<file path="src/design/assert_macros.svh">
// Assertion macros shared by the green-time unit
`ifndef ASSERT_MACROS_SVH
`define ASSERT_MACROS_SVH

`ifndef ASSERT_OFF

// Check that a property holds at every clock edge outside reset
`define FGT_ASSERT(lbl, clk, rst_n, prop, msg) \
  lbl: assert property (@(posedge clk) disable iff (!rst_n) (prop)) else $error(msg);

// Check that a condition never occurs outside reset
`define FGT_ASSERT_NEVER(lbl, clk, rst_n, cond, msg) \
  lbl: assert property (@(posedge clk) disable iff (!rst_n) !(cond)) else $error(msg);

`else

`define FGT_ASSERT(lbl, clk, rst_n, prop, msg)
`define FGT_ASSERT_NEVER(lbl, clk, rst_n, cond, msg)

`endif

`endif

</file>
<file path="src/design/fgt_pkg.sv">
// Package of types and constants for the fuzzy green-time unit
package fgt_pkg;

  localparam int CNT_W     = 16;
  localparam int TIME_W    = 24;
  localparam int STR_W     = 17;
  localparam int CFG_IDX_W = 2;
  localparam int CFG_W     = 24;

  typedef logic [CFG_IDX_W-1:0] cfg_idx_t;

  localparam cfg_idx_t CFG_COUNT_MIN = 2'd0;
  localparam cfg_idx_t CFG_COUNT_MAX = 2'd1;
  localparam cfg_idx_t CFG_PEAK_TIME = 2'd2;

  localparam logic [CNT_W-1:0]  COUNT_MIN_RST = 16'd0;
  localparam logic [CNT_W-1:0]  COUNT_MAX_RST = 16'd100;
  localparam logic [TIME_W-1:0] PEAK_TIME_RST = 24'd289200;

  typedef enum logic [1:0] {
    TERM_LOW  = 2'd0,
    TERM_MED  = 2'd1,
    TERM_HIGH = 2'd2
  } term_t;

  typedef struct packed {
    logic [STR_W-1:0]  strength;
    term_t             term;
    logic [1:0]        pair;
    logic [TIME_W-1:0] crisp;
  } res_t;

endpackage

</file>
<file path="src/design/two_input_fuzzy_green_time_unit.sv">
// Top level of the two-input fuzzy green-time unit (Mamdani, triangular terms).
// Pipeline: one clamp stage, one divider stage per quotient bit, three inference
// stages and the output buffer; the divider sets the depth.
// Throughput: one transaction per cycle while the result side keeps up.
// Reset (rst_n low, synchronous): pipeline and output buffer empty, registers to defaults.
`include "assert_macros.svh"

module two_input_fuzzy_green_time_unit import fgt_pkg::*; #(
  parameter int NUM_TERMS = 4,
  parameter int FRAC_BITS = 16
) (
  input  logic                 clk,
  input  logic                 rst_n,

  input  logic                 cfg_we,
  input  logic [CFG_IDX_W-1:0] cfg_index,
  input  logic [CFG_W-1:0]     cfg_wdata,

  input  logic                 in_valid,
  output logic                 in_stall,
  input  logic [CNT_W-1:0]     in_lane_a_count,
  input  logic [CNT_W-1:0]     in_lane_b_count,

  output logic                 out_valid,
  input  logic                 out_stall,
  output logic [STR_W-1:0]     out_rule_strength,
  output logic [1:0]           out_time_term,
  output logic [1:0]           out_winning_pair,
  output logic [TIME_W-1:0]    out_crisp_time
);

  localparam int QI    = $clog2(NUM_TERMS);
  localparam int NUM_W = CNT_W + QI;
  localparam int QW    = QI + FRAC_BITS;

  // ---------------------------------------------------------------------------
  // Configuration registers. Writes must arrive only while the unit is idle;
  // the block does not enforce this. Read live at every stage; unknown indexes ignored.
  // ---------------------------------------------------------------------------
  logic [CNT_W-1:0]  count_min_r, count_min_nxt;
  logic [CNT_W-1:0]  count_max_r, count_max_nxt;
  logic [TIME_W-1:0] peak_time_r, peak_time_nxt;

  always_comb begin
    count_min_nxt = count_min_r;
    count_max_nxt = count_max_r;
    peak_time_nxt = peak_time_r;
    if (cfg_we) begin
      unique case (cfg_index)
        CFG_COUNT_MIN: count_min_nxt = cfg_wdata[CNT_W-1:0];
        CFG_COUNT_MAX: count_max_nxt = cfg_wdata[CNT_W-1:0];
        CFG_PEAK_TIME: peak_time_nxt = cfg_wdata[TIME_W-1:0];
        default: ;
      endcase
    end
  end

  always_ff @(posedge clk) begin
    if (!rst_n) begin
      count_min_r <= COUNT_MIN_RST;
      count_max_r <= COUNT_MAX_RST;
      peak_time_r <= PEAK_TIME_RST;
    end else begin
      count_min_r <= count_min_nxt;
      count_max_r <= count_max_nxt;
      peak_time_r <= peak_time_nxt;
    end
  end

  // Divisor of the fuzzifier; meaningless for an empty range, whose result the
  // back end overrides with index zero and no upper membership.
  logic [CNT_W-1:0] range;
  assign range = count_max_r - count_min_r;

  // ---------------------------------------------------------------------------
  // Global pipeline advance. The whole pipeline moves together and holds only
  // when the two-entry output buffer is full, so a result waiting at the output
  // never blocks the next input transaction by itself. Advance depends on
  // registered state alone, keeping out_stall off the in_stall path.
  // ---------------------------------------------------------------------------
  logic [1:0] cnt_r, cnt_nxt;
  logic       en;

  assign en       = (cnt_r != 2'd2);
  assign in_stall = !en;

  // front: clamp and scale
  logic             fz_vld;
  logic             fz_empty;
  logic [NUM_W-1:0] fz_num_a;
  logic [NUM_W-1:0] fz_num_b;

  fgt_fuzz #(
    .NUM_TERMS (NUM_TERMS)
  ) u_fuzz (
    .clk       (clk),
    .rst_n     (rst_n),
    .en        (en),
    .in_vld    (in_valid && en),
    .lane_a    (in_lane_a_count),
    .lane_b    (in_lane_b_count),
    .count_min (count_min_r),
    .count_max (count_max_r),
    .vld_o     (fz_vld),
    .empty_o   (fz_empty),
    .num_a_o   (fz_num_a),
    .num_b_o   (fz_num_b)
  );

  // divider: term index in the top bits, fraction below
  logic          dv_vld;
  logic          dv_empty;
  logic [QW-1:0] dv_q_a;
  logic [QW-1:0] dv_q_b;

  fgt_div #(
    .NUM_TERMS (NUM_TERMS),
    .FRAC_BITS (FRAC_BITS)
  ) u_div (
    .clk       (clk),
    .rst_n     (rst_n),
    .en        (en),
    .in_vld    (fz_vld),
    .in_empty  (fz_empty),
    .num_a     (fz_num_a),
    .num_b     (fz_num_b),
    .range     (range),
    .out_vld   (dv_vld),
    .out_empty (dv_empty),
    .q_a       (dv_q_a),
    .q_b       (dv_q_b)
  );

  // inference and defuzzification
  logic inf_vld;
  res_t inf_res;

  fgt_infer #(
    .NUM_TERMS (NUM_TERMS),
    .FRAC_BITS (FRAC_BITS)
  ) u_infer (
    .clk       (clk),
    .rst_n     (rst_n),
    .en        (en),
    .in_vld    (dv_vld),
    .in_empty  (dv_empty),
    .q_a       (dv_q_a),
    .q_b       (dv_q_b),
    .peak_time (peak_time_r),
    .out_vld   (inf_vld),
    .out_res   (inf_res)
  );

  // ---------------------------------------------------------------------------
  // Two-entry output buffer. Push whenever the pipeline advances a valid
  // result; pop on a completed output transaction. Head entry drives the ports.
  // ---------------------------------------------------------------------------
  res_t ent_r [2];
  logic wr_ptr_r, wr_ptr_nxt;
  logic rd_ptr_r, rd_ptr_nxt;
  logic push;
  logic pop;
  res_t head;

  assign push = en && inf_vld;
  assign pop  = out_valid && !out_stall;

  always_comb begin
    wr_ptr_nxt = push ? !wr_ptr_r : wr_ptr_r;
    rd_ptr_nxt = pop ? !rd_ptr_r : rd_ptr_r;
    cnt_nxt    = cnt_r + {1'b0, push} - {1'b0, pop};
  end

  always_ff @(posedge clk) begin
    if (!rst_n) begin
      wr_ptr_r <= 1'b0;
      rd_ptr_r <= 1'b0;
      cnt_r    <= 2'd0;
    end else begin
      wr_ptr_r <= wr_ptr_nxt;
      rd_ptr_r <= rd_ptr_nxt;
      cnt_r    <= cnt_nxt;
    end
  end

  always_ff @(posedge clk) begin
    if (push) begin
      ent_r[wr_ptr_r] <= inf_res;
    end
  end

  assign head              = ent_r[rd_ptr_r];
  assign out_valid         = (cnt_r != 2'd0);
  assign out_rule_strength = head.strength;
  assign out_time_term     = head.term;
  assign out_winning_pair  = head.pair;
  assign out_crisp_time    = head.crisp;

  // ---------------------------------------------------------------------------
  // Assertions
  // ---------------------------------------------------------------------------
  `FGT_ASSERT(a_med_half, clk, rst_n, (out_valid && out_time_term == TERM_MED) |-> (out_crisp_time == (peak_time_r >> 1)), "medium term must give half the peak time")
  `FGT_ASSERT(a_high_above, clk, rst_n, (out_valid && out_time_term == TERM_HIGH) |-> (out_crisp_time >= (peak_time_r >> 1)), "high term below half the peak time")
  `FGT_ASSERT(a_low_below, clk, rst_n, (out_valid && out_time_term == TERM_LOW) |-> (out_crisp_time <= (peak_time_r >> 1)), "low term above half the peak time")
  `FGT_ASSERT_NEVER(a_crisp_cap, clk, rst_n, out_valid && (out_crisp_time > peak_time_r), "crisp time exceeds the peak time")
  `FGT_ASSERT(a_full_drain, clk, rst_n, (cnt_r == 2'd2 && out_valid && !out_stall) |=> (cnt_r == 2'd1), "full buffer did not drain by one")

endmodule

</file>
<file path="src/design/fgt_fuzz.sv">
// Front stage: clamp both lane counts and scale the offsets by the number of term gaps
module fgt_fuzz import fgt_pkg::*; #(
  parameter int NUM_TERMS = 4
) (
  input  logic                               clk,
  input  logic                               rst_n,
  input  logic                               en,
  input  logic                               in_vld,
  input  logic [CNT_W-1:0]                   lane_a,
  input  logic [CNT_W-1:0]                   lane_b,
  input  logic [CNT_W-1:0]                   count_min,
  input  logic [CNT_W-1:0]                   count_max,
  output logic                               vld_o,
  output logic                               empty_o,
  output logic [CNT_W+$clog2(NUM_TERMS)-1:0] num_a_o,
  output logic [CNT_W+$clog2(NUM_TERMS)-1:0] num_b_o
);

  localparam int QI    = $clog2(NUM_TERMS);
  localparam int NUM_W = CNT_W + QI;

  logic             vld_r, vld_nxt;
  logic             empty_r, empty_nxt;
  logic [NUM_W-1:0] num_a_r, num_a_nxt;
  logic [NUM_W-1:0] num_b_r, num_b_nxt;

  // clamp into [lo, hi] and multiply the offset by the number of term gaps
  function automatic logic [NUM_W-1:0] scale(input logic [CNT_W-1:0] x,
                                             input logic [CNT_W-1:0] lo,
                                             input logic [CNT_W-1:0] hi);
    logic [CNT_W-1:0] c;
    c = x;
    if (c < lo) c = lo;
    if (c > hi) c = hi;
    return NUM_W'(c - lo) * NUM_W'(NUM_TERMS - 1);
  endfunction

  always_comb begin
    vld_nxt   = in_vld;
    empty_nxt = (count_max <= count_min);
    num_a_nxt = scale(lane_a, count_min, count_max);
    num_b_nxt = scale(lane_b, count_min, count_max);
  end

  always_ff @(posedge clk) begin
    if (!rst_n) begin
      vld_r <= 1'b0;
    end else if (en) begin
      vld_r <= vld_nxt;
    end
  end

  always_ff @(posedge clk) begin
    if (en) begin
      empty_r <= empty_nxt;
      num_a_r <= num_a_nxt;
      num_b_r <= num_b_nxt;
    end
  end

  assign vld_o   = vld_r;
  assign empty_o = empty_r;
  assign num_a_o = num_a_r;
  assign num_b_o = num_b_r;

endmodule

</file>
<file path="src/design/fgt_div.sv">
// Pipelined restoring divider, one quotient bit per stage, two lanes abreast
module fgt_div import fgt_pkg::*; #(
  parameter int NUM_TERMS = 4,
  parameter int FRAC_BITS = 16
) (
  input  logic                                         clk,
  input  logic                                         rst_n,
  input  logic                                         en,
  input  logic                                         in_vld,
  input  logic                                         in_empty,
  input  logic [CNT_W+$clog2(NUM_TERMS)-1:0]           num_a,
  input  logic [CNT_W+$clog2(NUM_TERMS)-1:0]           num_b,
  input  logic [CNT_W-1:0]                             range,
  output logic                                         out_vld,
  output logic                                         out_empty,
  output logic [$clog2(NUM_TERMS)+FRAC_BITS-1:0]       q_a,
  output logic [$clog2(NUM_TERMS)+FRAC_BITS-1:0]       q_b
);

  localparam int QI    = $clog2(NUM_TERMS);
  localparam int NUM_W = CNT_W + QI;
  localparam int QW    = QI + FRAC_BITS;

  logic [NUM_W-1:0] num [2];

  logic             vld_r   [QW];
  logic             vld_nxt [QW];
  logic             emp_r   [QW];
  logic             emp_nxt [QW];
  logic [CNT_W-1:0] rem_r   [QW][2];
  logic [CNT_W-1:0] rem_nxt [QW][2];
  logic [QI-1:0]    lo_r    [QW][2];
  logic [QI-1:0]    lo_nxt  [QW][2];
  logic [QW-1:0]    q_r     [QW][2];
  logic [QW-1:0]    q_nxt   [QW][2];

  // stage sources: the input for stage 0, the previous stage otherwise
  logic             vld_s [QW];
  logic             emp_s [QW];
  logic [CNT_W-1:0] rem_s [QW][2];
  logic [QI-1:0]    lo_s  [QW][2];
  logic [QW-1:0]    q_s   [QW][2];

  assign num[0] = num_a;
  assign num[1] = num_b;

  always_comb begin
    vld_s[0] = in_vld;
    emp_s[0] = in_empty;
    for (int l = 0; l < 2; l++) begin
      // the top bits of the dividend sit below the divisor, so start there
      rem_s[0][l] = num[l][NUM_W-1:QI];
      lo_s[0][l]  = num[l][QI-1:0];
      q_s[0][l]   = '0;
    end
    for (int j = 1; j < QW; j++) begin
      vld_s[j] = vld_r[j-1];
      emp_s[j] = emp_r[j-1];
      for (int l = 0; l < 2; l++) begin
        rem_s[j][l] = rem_r[j-1][l];
        lo_s[j][l]  = lo_r[j-1][l];
        q_s[j][l]   = q_r[j-1][l];
      end
    end
  end

  always_comb begin : p_step
    logic [CNT_W:0] t;
    logic           ge;
    t  = '0;
    ge = 1'b0;
    for (int j = 0; j < QW; j++) begin
      vld_nxt[j] = vld_s[j];
      emp_nxt[j] = emp_s[j];
      for (int l = 0; l < 2; l++) begin
        // bring down the next dividend bit; zeros follow the integer bits
        t  = {rem_s[j][l], lo_s[j][l][QI-1]};
        ge = (t >= {1'b0, range});
        rem_nxt[j][l] = ge ? CNT_W'(t - {1'b0, range}) : t[CNT_W-1:0];
        lo_nxt[j][l]  = lo_s[j][l] << 1;
        q_nxt[j][l]   = {q_s[j][l][QW-2:0], ge};
      end
    end
  end

  always_ff @(posedge clk) begin
    if (!rst_n) begin
      for (int j = 0; j < QW; j++) vld_r[j] <= 1'b0;
    end else if (en) begin
      vld_r <= vld_nxt;
    end
  end

  always_ff @(posedge clk) begin
    if (en) begin
      emp_r <= emp_nxt;
      rem_r <= rem_nxt;
      lo_r  <= lo_nxt;
      q_r   <= q_nxt;
    end
  end

  assign out_vld   = vld_r[QW-1];
  assign out_empty = emp_r[QW-1];
  assign q_a       = q_r[QW-1][0];
  assign q_b       = q_r[QW-1][1];

endmodule

</file>
<file path="src/design/fgt_infer.sv">
// Back end: memberships, rule strengths, winner selection and defuzzification
module fgt_infer import fgt_pkg::*; #(
  parameter int NUM_TERMS = 4,
  parameter int FRAC_BITS = 16
) (
  input  logic                                   clk,
  input  logic                                   rst_n,
  input  logic                                   en,
  input  logic                                   in_vld,
  input  logic                                   in_empty,
  input  logic [$clog2(NUM_TERMS)+FRAC_BITS-1:0] q_a,
  input  logic [$clog2(NUM_TERMS)+FRAC_BITS-1:0] q_b,
  input  logic [TIME_W-1:0]                      peak_time,
  output logic                                   out_vld,
  output res_t                                   out_res
);

  localparam int QI     = $clog2(NUM_TERMS);
  localparam int QW     = QI + FRAC_BITS;
  localparam int SW     = FRAC_BITS + 1;
  localparam int EXT_W  = (SW > STR_W) ? SW : STR_W;
  localparam int PROD_W = TIME_W + SW + 1;

  localparam logic [SW-1:0] ONE = {1'b1, {FRAC_BITS{1'b0}}};

  logic [QW-1:0] q [2];
  logic [QI-1:0] idx [2];
  logic [SW-1:0] up [2];
  logic [SW-1:0] dn [2];

  // stage 1: memberships and pair strengths
  logic          v1_r, v1_nxt;
  logic [SW-1:0] s_r   [4];
  logic [SW-1:0] s_nxt [4];
  logic [QI-1:0] ia_r, ia_nxt;
  logic [QI-1:0] ib_r, ib_nxt;

  // stage 2: winner and rule term
  logic          v2_r, v2_nxt;
  logic [SW-1:0] bs_r, bs_nxt;
  logic [1:0]    pair_r, pair_nxt;
  term_t         term_r, term_nxt;

  // stage 3: scaled peak time
  logic              v3_r, v3_nxt;
  logic [PROD_W-1:0] prod_r, prod_nxt;
  logic [SW-1:0]     s3_r;
  logic [1:0]        pair3_r;
  term_t             term3_r;

  logic [EXT_W-1:0]  s_ext;

  assign q[0] = q_a;
  assign q[1] = q_b;

  always_comb begin
    for (int l = 0; l < 2; l++) begin
      if (in_empty) begin
        idx[l] = '0;
        up[l]  = '0;
      end else if (q[l][QW-1:FRAC_BITS] == QI'(NUM_TERMS - 1)) begin
        // count at the top of the range: stay in the last gap, full upper term
        idx[l] = QI'(NUM_TERMS - 2);
        up[l]  = ONE;
      end else begin
        idx[l] = q[l][QW-1:FRAC_BITS];
        up[l]  = {1'b0, q[l][FRAC_BITS-1:0]};
      end
      dn[l] = ONE - up[l];
    end
  end

  always_comb begin : p_min
    logic [SW-1:0] a;
    logic [SW-1:0] b;
    a = '0;
    b = '0;
    v1_nxt = in_vld;
    ia_nxt = idx[0];
    ib_nxt = idx[1];
    for (int k = 0; k < 4; k++) begin
      a = k[1] ? dn[0] : up[0];
      b = k[0] ? dn[1] : up[1];
      s_nxt[k] = (a < b) ? a : b;
    end
  end

  always_comb begin : p_pick
    logic [QI-1:0] ta;
    logic [QI-1:0] tb;
    v2_nxt   = v1_r;
    bs_nxt   = s_r[0];
    pair_nxt = 2'd0;
    // strictly greater, so the earliest pair keeps a tie
    for (int k = 1; k < 4; k++) begin
      if (s_r[k] > bs_nxt) begin
        bs_nxt   = s_r[k];
        pair_nxt = 2'(k);
      end
    end
    ta = pair_nxt[1] ? ia_r : ia_r + 1'b1;
    tb = pair_nxt[0] ? ib_r : ib_r + 1'b1;
    if (ta == tb) begin
      term_nxt = TERM_MED;
    end else if (ta < tb) begin
      term_nxt = TERM_HIGH;
    end else begin
      term_nxt = TERM_LOW;
    end
  end

  always_comb begin : p_scale
    logic [SW:0] m;
    v3_nxt = v2_r;
    unique case (term_r)
      TERM_HIGH: m = {1'b0, ONE} + {1'b0, bs_r};
      TERM_LOW:  m = {1'b0, ONE} - {1'b0, bs_r};
      default:   m = {1'b0, ONE};
    endcase
    prod_nxt = PROD_W'(peak_time) * PROD_W'(m);
  end

  always_ff @(posedge clk) begin
    if (!rst_n) begin
      v1_r <= 1'b0;
      v2_r <= 1'b0;
      v3_r <= 1'b0;
    end else if (en) begin
      v1_r <= v1_nxt;
      v2_r <= v2_nxt;
      v3_r <= v3_nxt;
    end
  end

  always_ff @(posedge clk) begin
    if (en) begin
      s_r     <= s_nxt;
      ia_r    <= ia_nxt;
      ib_r    <= ib_nxt;
      bs_r    <= bs_nxt;
      pair_r  <= pair_nxt;
      term_r  <= term_nxt;
      prod_r  <= prod_nxt;
      s3_r    <= bs_r;
      pair3_r <= pair_r;
      term3_r <= term_r;
    end
  end

  assign s_ext = EXT_W'(s3_r);

  assign out_vld          = v3_r;
  assign out_res.strength = s_ext[STR_W-1:0];
  assign out_res.term     = term3_r;
  assign out_res.pair     = pair3_r;
  // divide by twice ONE: drop FRAC_BITS+1 bits
  assign out_res.crisp    = prod_r[FRAC_BITS+1 +: TIME_W];

endmodule
</file>
<file path="config.mk">
export PLATFORM = sky130hd
export DESIGN_NAME = two_input_fuzzy_green_time_unit
export DESIGN_NICKNAME = d
export VERILOG_FILES = /design/src/design/fgt_pkg.sv /design/src/design/two_input_fuzzy_green_time_unit.sv /design/src/design/fgt_fuzz.sv /design/src/design/fgt_div.sv /design/src/design/fgt_infer.sv
export VERILOG_INCLUDE_DIRS = /design/src /design/src/design
export SDC_FILE = /design/constraint.sdc
export NUM_CORES = 2
export LEC_CHECK = 0
export ABC_AREA = 1
export BUFFER_PORTS_ARGS = -buffer_cell sky130_fd_sc_hd__buf_2
export CORE_MARGIN = 10
export CORE_UTILIZATION = 35
export CTS_BUF_LIST = sky130_fd_sc_hd__clkbuf_16
export CTS_CLUSTER_SIZE = 16
export DETAILED_ROUTE_END_ITERATION = 16
export PLACE_DENSITY = 0.57
export SYNTH_ARGS = -nofsm -noshare
export SYNTH_HDL_FRONTEND = slang
export SYNTH_HIERARCHICAL = 1
export SYNTH_SLANG_ARGS = --single-unit
</file>
<file path="constraint.sdc">
create_clock -name clk -period 27.9 [get_ports clk]
set_input_delay 5.58 -clock clk [delete_from_list [all_inputs] [get_ports clk]]
set_output_delay 5.58 -clock clk [all_outputs]
set_load 0.01 [all_outputs]
</file>
==> impl_metrics.py <==
metrics = {
    "layout": {
        "regArea_sq_um": 36800,
        "syn_to_final_growth_pct": 8.99,
        "design_area_sq_um": 118000,
        "multi_input_area_sq_um": 60600,
        "final_common_cell": "nand2_1",
        "most-common-layout-cells": "nand2_1, inv_1, edfxtp_1",
        "fill_cells": 32000,
        "drive_above_1_share_pct": 6.12,
        "final_util_pct": 38.4,
        "layout.nets": 15600,
    },
    "setup_path": {
        "crit_top_cell": "nand2_1",
        "cp-end-kind": "flip-flop",
        "crit_arrival_ns": 12.39,
        "cp_slowest_cell": "nand2_1",
        "worst-r2r-cell-count": 27,
        "critPathLaunchType": "input pin",
        "crit_path_max_fanout": 34,
        "critPathKind": "input pin to flip-flop",
        "max_stage_delay_ns": 0.76,
        "worstPathRequired_ns": 28.47,
    },
    "flow_run": {
        "maxCapViolations": 0,
    },
    "drt": {
        "vias": 89300,
        "finalWirelength_mm": 320,
        "wl_per_cell_microns": 17.3,
        "drtPass1Iterations": 6,
        "drc": 0,
        "drtIter0Drc": 6754,
        "drt.antenna.violating_nets": 0,
        "vias_per_cell": 4.84,
    },
    "timing": {
        "maxSlewViolCount": 0,
        "slew_headroom_pct": 25.5,
        "period_needed_ns": 11.82,
        "fin_skew_ns": 0.0781,
        "tns_ns": 0,
        "setup_viol": 0,
        "fin_crit_sh_pct": 42.4,
        "max_slew.worst_pin.slew_ns": 1.12,
        "finalWorstSetupSlack_ns": 16.08,
        "hold_viol_final": 0,
        "grt_setup_unrepaired": "no",
        "timing.fmax_ghz": 0.0846,
    },
    "synthesis": {
        "synthCells": 14100,
        "yosysTopAreaCell": "edfxtp_1",
        "seq_area_frac_synth_pct": 34.1,
        "mappedNetlistArea_sq_um": 108000,
        "avgSynthCellArea_sq_um": 7.63,
        "synthTopCellsByArea": "edfxtp_1, nand2_1, ha_1, inv_1, fa_1",
        "ys_types": 70,
        "synth_edf_count": 1171,
        "ys_ff_latch": 1254,
        "synth_nets": 15600,
        "yosysWarningCount": 6,
        "ys_async_sr_fraction_pct": 0,
        "yosys.area.top_type_share_pct": 32.6,
        "ys.flop_type": "edfxtp_1",
    },
    "global_routing": {
        "antenna_found_initial": 10,
        "grt_pass1_vias": 86000,
        "grt_max_degree": 149,
        "grt_pass1_wl_mm": 496,
        "grt_overflow": 0,
        "grt_usage_pct": 18.7,
    },
    "placed_design": {
        "routabilityCongestion": 0.892,
        "place_area_sq_um": 113000,
        "dp_hpwl_mm": 240,
        "pre_cts_slack_ns": 15.40,
        "portBuffers": 109,
    },
    "hold_path": {
        "hold_class": "flip-flop to flip-flop",
        "whs_path_depth": 0,
    },
    "cts": {
        "cts.path.max_buffers": 4,
        "cts_resized": 0,
        "cts_max_level": 4,
        "clock_sinks": 1254,
        "cts_buffers": 156,
        "cts_tree": "yes",
        "cts_root_buffer": "clkbuf_16",
        "cts_hold_buf": 0,
        "clk_latency_ns": 0.85,
        "cts.clk_slew.worst_paths_ns": 0.06,
        "post_cts_buffers": 0,
    },
    "run_status": {
        "status": "completed",
    },
    "floorplan": {
        "rows": 203,
        "fp.coreArea_sq_um": 306000,
        "pin_count": 110,
        "die_w_microns": 575,
        "die-area_sq_um": 331000,
        "initial_core_util_pct": 35.2,
        "fp.dieH_microns": 575,
    },
}
layer usage:
layer | vias to the layer above | share of wire (%) | routed length, microns | global-route usage, %
li1 | 45200 | - | - | -
met1 | 41600 | 46 | 146000 | 25.4
met2 | 2083 | 47 | 151000 | 32.1
met3 | 426 | 4.7 | 15100 | 1.88
met4 | 0 | 2.5 | 8130 | 4.63
met5 | - | 0 | 0 | 0
kinds of logic (layout without fill, tap and decap cells):
logic type,Yosys count,after routing,synth area share [%]
AOI/OAI and AO/OA,885,885,4.35
xor gates and xnor gates,315,315,2.57
adders and majority gates,1347,1347,18.3
buffers and inverters,2605,2817,9.68
DFF,1254,1254,34.1
muxes,45,45,0.470
other,0,4,0
and+or+nand+nor,7690,7690,30.5
final cells by class:
type	count	area share [%]
Antenna cell	4	0.00852
Clock buffer	157	3.34
Clock inverter	116	0.906
Inverter	2375	7.64
Multi-Input combinational cell	10300	51.6
Sequential cell	1254	31.3
Tap cell	4100	4.36
Timing Repair Buffer	169	0.858
critical path: cells and delay by family:
family / cells / cell delay [ns]
simple gates: 20 / 3.14
compound gates: 11 / 1.93
fa+ha+maj: 4 / 1.36
xor+xnor: 1 / 0.22
buf+inv: 1 / 0.12
per-stage QoR:
stage | cells | hold slack (ns)
2_1_floorplan | 14100 | 0.400
3_3_place_gp | 18200 | 0.400
3_5_place_dp | 18200 | 0.405
4_1_cts | 18500 | 0.380
5_1_grt | 18500 | 0.389
6_report | 18500 | 0.372
registers in the layout, summed over array words and instances (netlist names), 17 cells and up, named ones only:
name            flops
u_div/rem_r       528
u_div/q_nxt       306
ent_r              90
u_infer/s_r        68
peak_time_r        24
u_infer/prod_r     24
u_div/q_a          18
u_div/q_b          18
u_fuzz/num_a_o     18
u_fuzz/num_b_o     18
u_div/emp_nxt      17
u_div/vld_nxt      17
u_infer/bs_r       17
u_infer/s3_r       17
Yosys cell counts (7+ instances only):
cell type  number
xor2_1        230
a31oi_1         7
nand2_2       103
nor2_1        802
o21a_1          9
inv_1        2308
or2_1           8
o21ai_2         7
clkbuf_1       55
nor4_2         22
fa_1          388
clkinv_1        9
nand3b_1      140
or2_0          26
o21ai_1        49
nand3_2        49
nor2_2         79
a21oi_1       528
o21bai_1       16
buf_6          46
nor3_1        184
o21ai_0       221
buf_1           7
and2_1         38
ha_1          959
nand2_4        49
dfxtp_1        83
inv_4           7
a21o_1         15
nand4_1       166
mux2_2         45
nand3_1       818
edfxtp_1     1171
buf_2          79
nand2_1      5161
inv_2          50
nor2_4         11
xnor2_1        83
buf_4          39
or2_2           8
path summary, 6_finish.rpt:
check / start / end / slack, ns
min: u_div/q_nxt[167] / u_div/q_nxt[132] / 0.37
max: in_lane_a_count[1] / u_fuzz/num_a_o[16] / 16.08
max reg2reg: u_infer/term_r[1] / u_infer/prod_r[33] / 19.78
min reg2reg: u_div/q_nxt[167] / u_div/q_nxt[132] / 0.37
Power is not shown: default switching activity piles up to over one toggle a cycle in this logic, so the estimate is an artifact.
